**src/rtl/wlsfg_ram.sv**
```systemverilog
module wlsfg_ram #(
  parameter int WIDTH = 32,
  parameter int DEPTH = 64
) (
  input  logic                     clk,
  input  logic                     we,
  input  logic [$clog2(DEPTH)-1:0] waddr,
  input  logic [WIDTH-1:0]         wdata,
  input  logic [$clog2(DEPTH)-1:0] raddr,
  output logic [WIDTH-1:0]         rdata
);

  logic [WIDTH-1:0] mem [DEPTH];

  always_ff @(posedge clk) begin
    if (we) begin
      mem[waddr] <= wdata;
    end
    rdata <= mem[raddr];
  end

endmodule

```
**config.mk**
```make
export PLATFORM = sky130hd
export DESIGN_NAME = wlsfg_ram
export DESIGN_NICKNAME = d
export VERILOG_FILES = /design/src/rtl/wlsfg_ram.sv
export SDC_FILE = /design/constraint.sdc
export NUM_CORES = 2
export LEC_CHECK = 0
export BUFFER_PORTS_ARGS = -buffer_cell sky130_fd_sc_hd__buf_2
export CELL_PAD_IN_SITES_DETAIL_PLACEMENT = 0
export CELL_PAD_IN_SITES_GLOBAL_PLACEMENT = 1
export CORE_ASPECT_RATIO = 1.25
export CORE_MARGIN = 4
export CORE_UTILIZATION = 23
export CTS_CLUSTER_SIZE = 16
export DETAILED_ROUTE_END_ITERATION = 8
export GPL_ROUTABILITY_DRIVEN = 0
export PLACE_DENSITY_LB_ADDON = 0.1
export SYNTH_ARGS = -nofsm -noshare
export SYNTH_HDL_FRONTEND = slang
export SYNTH_SLANG_ARGS = --single-unit
```
**constraint.sdc**
```tcl
create_clock -name clk -period 4.2 [get_ports clk]
set_input_delay 0.21 -clock clk [delete_from_list [all_inputs] [get_ports clk]]
set_output_delay 0.21 -clock clk [all_outputs]
set_load 0.005 [all_outputs]
```
==> results.py <==
metrics = {
    "clock_network": {
        "ctsLongestPathBuffers": 4,
        "clock_sinks": 2080,
        "cts_tree": "built",
        "h-tree-depth": 4,
        "clockRootBuffer": "clkbuf_16",
        "cts_made_buffers": 227,
        "insertion_delay_ns": 0.89,
        "path_clk_slew_ns": 0.06,
    },
    "cells_and_area": {
        "area_growth_syn_to_layout_pct": 19.57,
        "final_util": 0.2766,
        "drive_gt1_frac": 0.3148,
        "layout.nets": 3761,
        "n_fill_cell": 33274,
    },
    "timing": {
        "maxSlewHeadroom": 0.2285,
        "hold_ws_ns": 0.04192,
        "setup_violations": 0,
        "hold_viol": 0,
        "slew_viol_final": 0,
        "rsz0062_at_grt": "no",
        "timing.final.crit_period_ns": 2.730,
        "skew_ns": 0.03052,
        "period_share": 0.6499,
        "fmaxAchievable_mhz": 366.3,
        "max_slew.worst_pin.slew_ns": 1.157,
        "fin_setup_tns_ns": 0,
    },
    "power_and_ir_drop": {
        "p_int_mw": 34.81,
        "comb_power_share": 0.053,
        "total_leakage_power_nw": 28.58,
        "clockPowerShare": 0.430,
        "pwr-share-seq": 0.518,
        "switchingPower_mw": 9.866,
        "switching_share": 0.2208,
        "ir_drop_mv": 0.2874,
        "power-per-cell-area_nw_per_um2": 475.9,
    },
    "logic_synthesis": {
        "synth_nets": 3370,
        "ys_warn_count": 0,
        "ys_ff_latch": 2080,
        "syn_area_um2": 78520,
        "ys_seq_area_frac": 0.7914,
        "synth-edff-count": 2048,
        "yosysUniqueCellTypes": 34,
        "synthFlopType": "edfxtp_1",
        "async_flop_share": 0,
        "synthCells": 3324,
        "syn_area_per_cell_um2": 23.62,
    },
    "place": {
        "io_buffers": 77,
        "place_hpwl_um": 162800,
    },
    "detailed_routing": {
        "drtPass1Iterations": 5,
        "drc": 0,
        "wl_per_cell_um": 32.66,
        "totalWireLength_um": 273000,
        "drtAntennaViolNets": 0,
        "via_per_inst": 4.383,
        "num_vias": 36631,
        "dr.first_iter.drc_count": 2937,
    },
    "worst_setup_path": {
        "arrival_ns": 3.46,
        "path_cells": "buf_8 > buf_12 > buf_4 > mux4_2 > mux4_2 > o22ai_1 > nor2_1",
        "crit_slowest_cell": "o22ai_1",
        "path_class": "in -> reg",
        "critical-path-max-stage-delay_ns": 0.70,
        "path_max_fanout": 44,
        "worst-endpoint-required_ns": 4.93,
        "critical_path.startpoint_type": "primary input",
        "endpoint_kind": "flop",
        "ff2ff_setup_slack_ns": 1.84,
        "crit_top_cell": "mux4_2",
    },
    "floorplan": {
        "die_area_um2": 350800,
        "initial_core_util": 0.2313,
        "die_h_um": 661.2,
        "io_pins": 78,
        "die_width_um": 530.6,
        "fp.coreArea_um2": 339400,
        "num_rows": 239,
    },
    "run_status": {
        "outcome": "finished clean",
    },
    "grt": {
        "antenna_found_initial": 46,
        "grt_pass1_wl_um": 366100,
        "grt_usage": 0.1541,
        "grt_overflow": 0,
        "grt_max_degree": 65,
        "grt_pass1_vias": 39271,
    },
    "min_path": {
        "hold_class": "in -> reg",
    },
    "run": {
        "cap_violations": 0,
    },
}
## state kept, by name, indices dropped and copies added, names as in the netlist
| register | count |
|---|---|
| mem | 2048 |
| rdata | 32 |
## per-layer routing
| layer | global-route usage | share of wire | vias up |
|---|---|---|---|
| li1 | - | - | 15086 |
| met5 | 0 | 0.000099 | - |
| met3 | 0.02684 | 0.044 | 345 |
| met1 | 0.1925 | 0.41 | 20439 |
| met4 | 0.03526 | 0.024 | 4 |
| met2 | 0.2766 | 0.52 | 757 |
## power groups by stage
stage	Clock, mW	Combinational, mW	Sequential (mW)
6_report	19.2	2.36	23.1
5_1_grt	20.7	2.55	23.1
4_1_cts	19.9	2.48	23.1
3_5_place_dp	0	2.45	23.6
3_3_place_gp	0	2.45	23.6
2_1_floorplan	0	1.12	23.5
## through the flow
stage | instances | setup slack, ns | cell area [um^2] | power [mW]
after CTS | 8343 | 1.423 | 93840 | 45.52
after detailed placement | 7919 | 0.4459 | 86690 | 26.03
after floorplan | 3324 | 0.8302 | 78520 | 24.58
final | 8358 | 1.470 | 93880 | 44.68
after global routing | 8345 | 1.130 | 93850 | 46.40
after global placement | 7919 | 0.4327 | 86690 | 26.04
## final timing paths
kind                             startpoint    endpoint  depth (start not counted)
worst min-delay path              wdata[20]  mem[1][20]                          1
worst max-delay path               raddr[0]   rdata[29]                          7
worst min register to register   mem[12][8]    rdata[8]                          4
worst max register to register  mem[22][29]   rdata[29]                          4
## timing repair
item | CTS | global route
hold endpoints to repair | 560 | 0
hold buffers | 25 | 0
buffers inserted | 0 | 0
gates resized for setup | 0 | 0
## layout by cell type, fill, tap and decap left out, drive strengths merged, types with 16 or more instances in the layout
cell         Yosys  final
edfxtp        2048   2048
mux4           544    544
bufinv           0     16
dlygate4sd3      0     25
clkinv           0     88
a21oi           62     62
nand2           26     26
o221ai          27     27
nor2           137    137
o22ai           84     84
clkbuf          74    290
dfxtp           32     32
mux2i           93     93
buf            108    319
## critical path, delay by kind of cell
| kind | cells | cell delay (ns) |
|---|---|---|
| compound gates | 1 | 0.70 |
| buf+inv | 3 | 1.25 |
| mux | 2 | 1.05 |
| simple gates | 1 | 0.10 |
## cell type report
type / instances / area, um^2 / area share
clock buffer: 290 / 6010 / 0.06401
timing repair buffer: 344 / 3252 / 0.03464
sequential: 2080 / 62140 / 0.6619
multi-input combinational: 1062 / 15970 / 0.1701
clock inverter: 109 / 892.1 / 0.009502
antenna: 15 / 37.54 / 0.0003998
tap: 4458 / 5578 / 0.05941
## synthesized netlist by cell type, types with 7 or more instances
cell | number | area [um^2]
nor2b_1 | 15 | 93.84
nand2b_1 | 8 | 50.05
clkbuf_1 | 74 | 277.8
nor3_1 | 7 | 35.03
buf_1 | 21 | 78.83
buf_2 | 57 | 285.3
mux4_2 | 544 | 12250
a311oi_1 | 8 | 70.07
a22oi_1 | 12 | 90.09
nor2_1 | 137 | 514.2
mux2i_1 | 93 | 930.9
nand2_1 | 26 | 97.59
buf_4 | 25 | 187.7
edfxtp_1 | 2048 | 61500
o22ai_1 | 84 | 525.5
dfxtp_1 | 32 | 640.6
a21oi_1 | 62 | 310.3
o221ai_1 | 27 | 236.5
## cells by family (layout without fill, tap and decap cells)
| group | count (synthesis) | after routing | synth area share |
|---|---|---|---|
| flip-flops | 2080 | 2080 | 0.7914 |
| multiplexers | 637 | 637 | 0.1679 |
| AND/OR/NAND/NOR | 223 | 223 | 0.01265 |
| AO/OA/AOI/OAI | 202 | 202 | 0.01673 |
| buffers and inverters | 182 | 743 | 0.01128 |
| other | 0 | 15 | 0 |
Note: power is estimated with default switching activity, not from simulation.
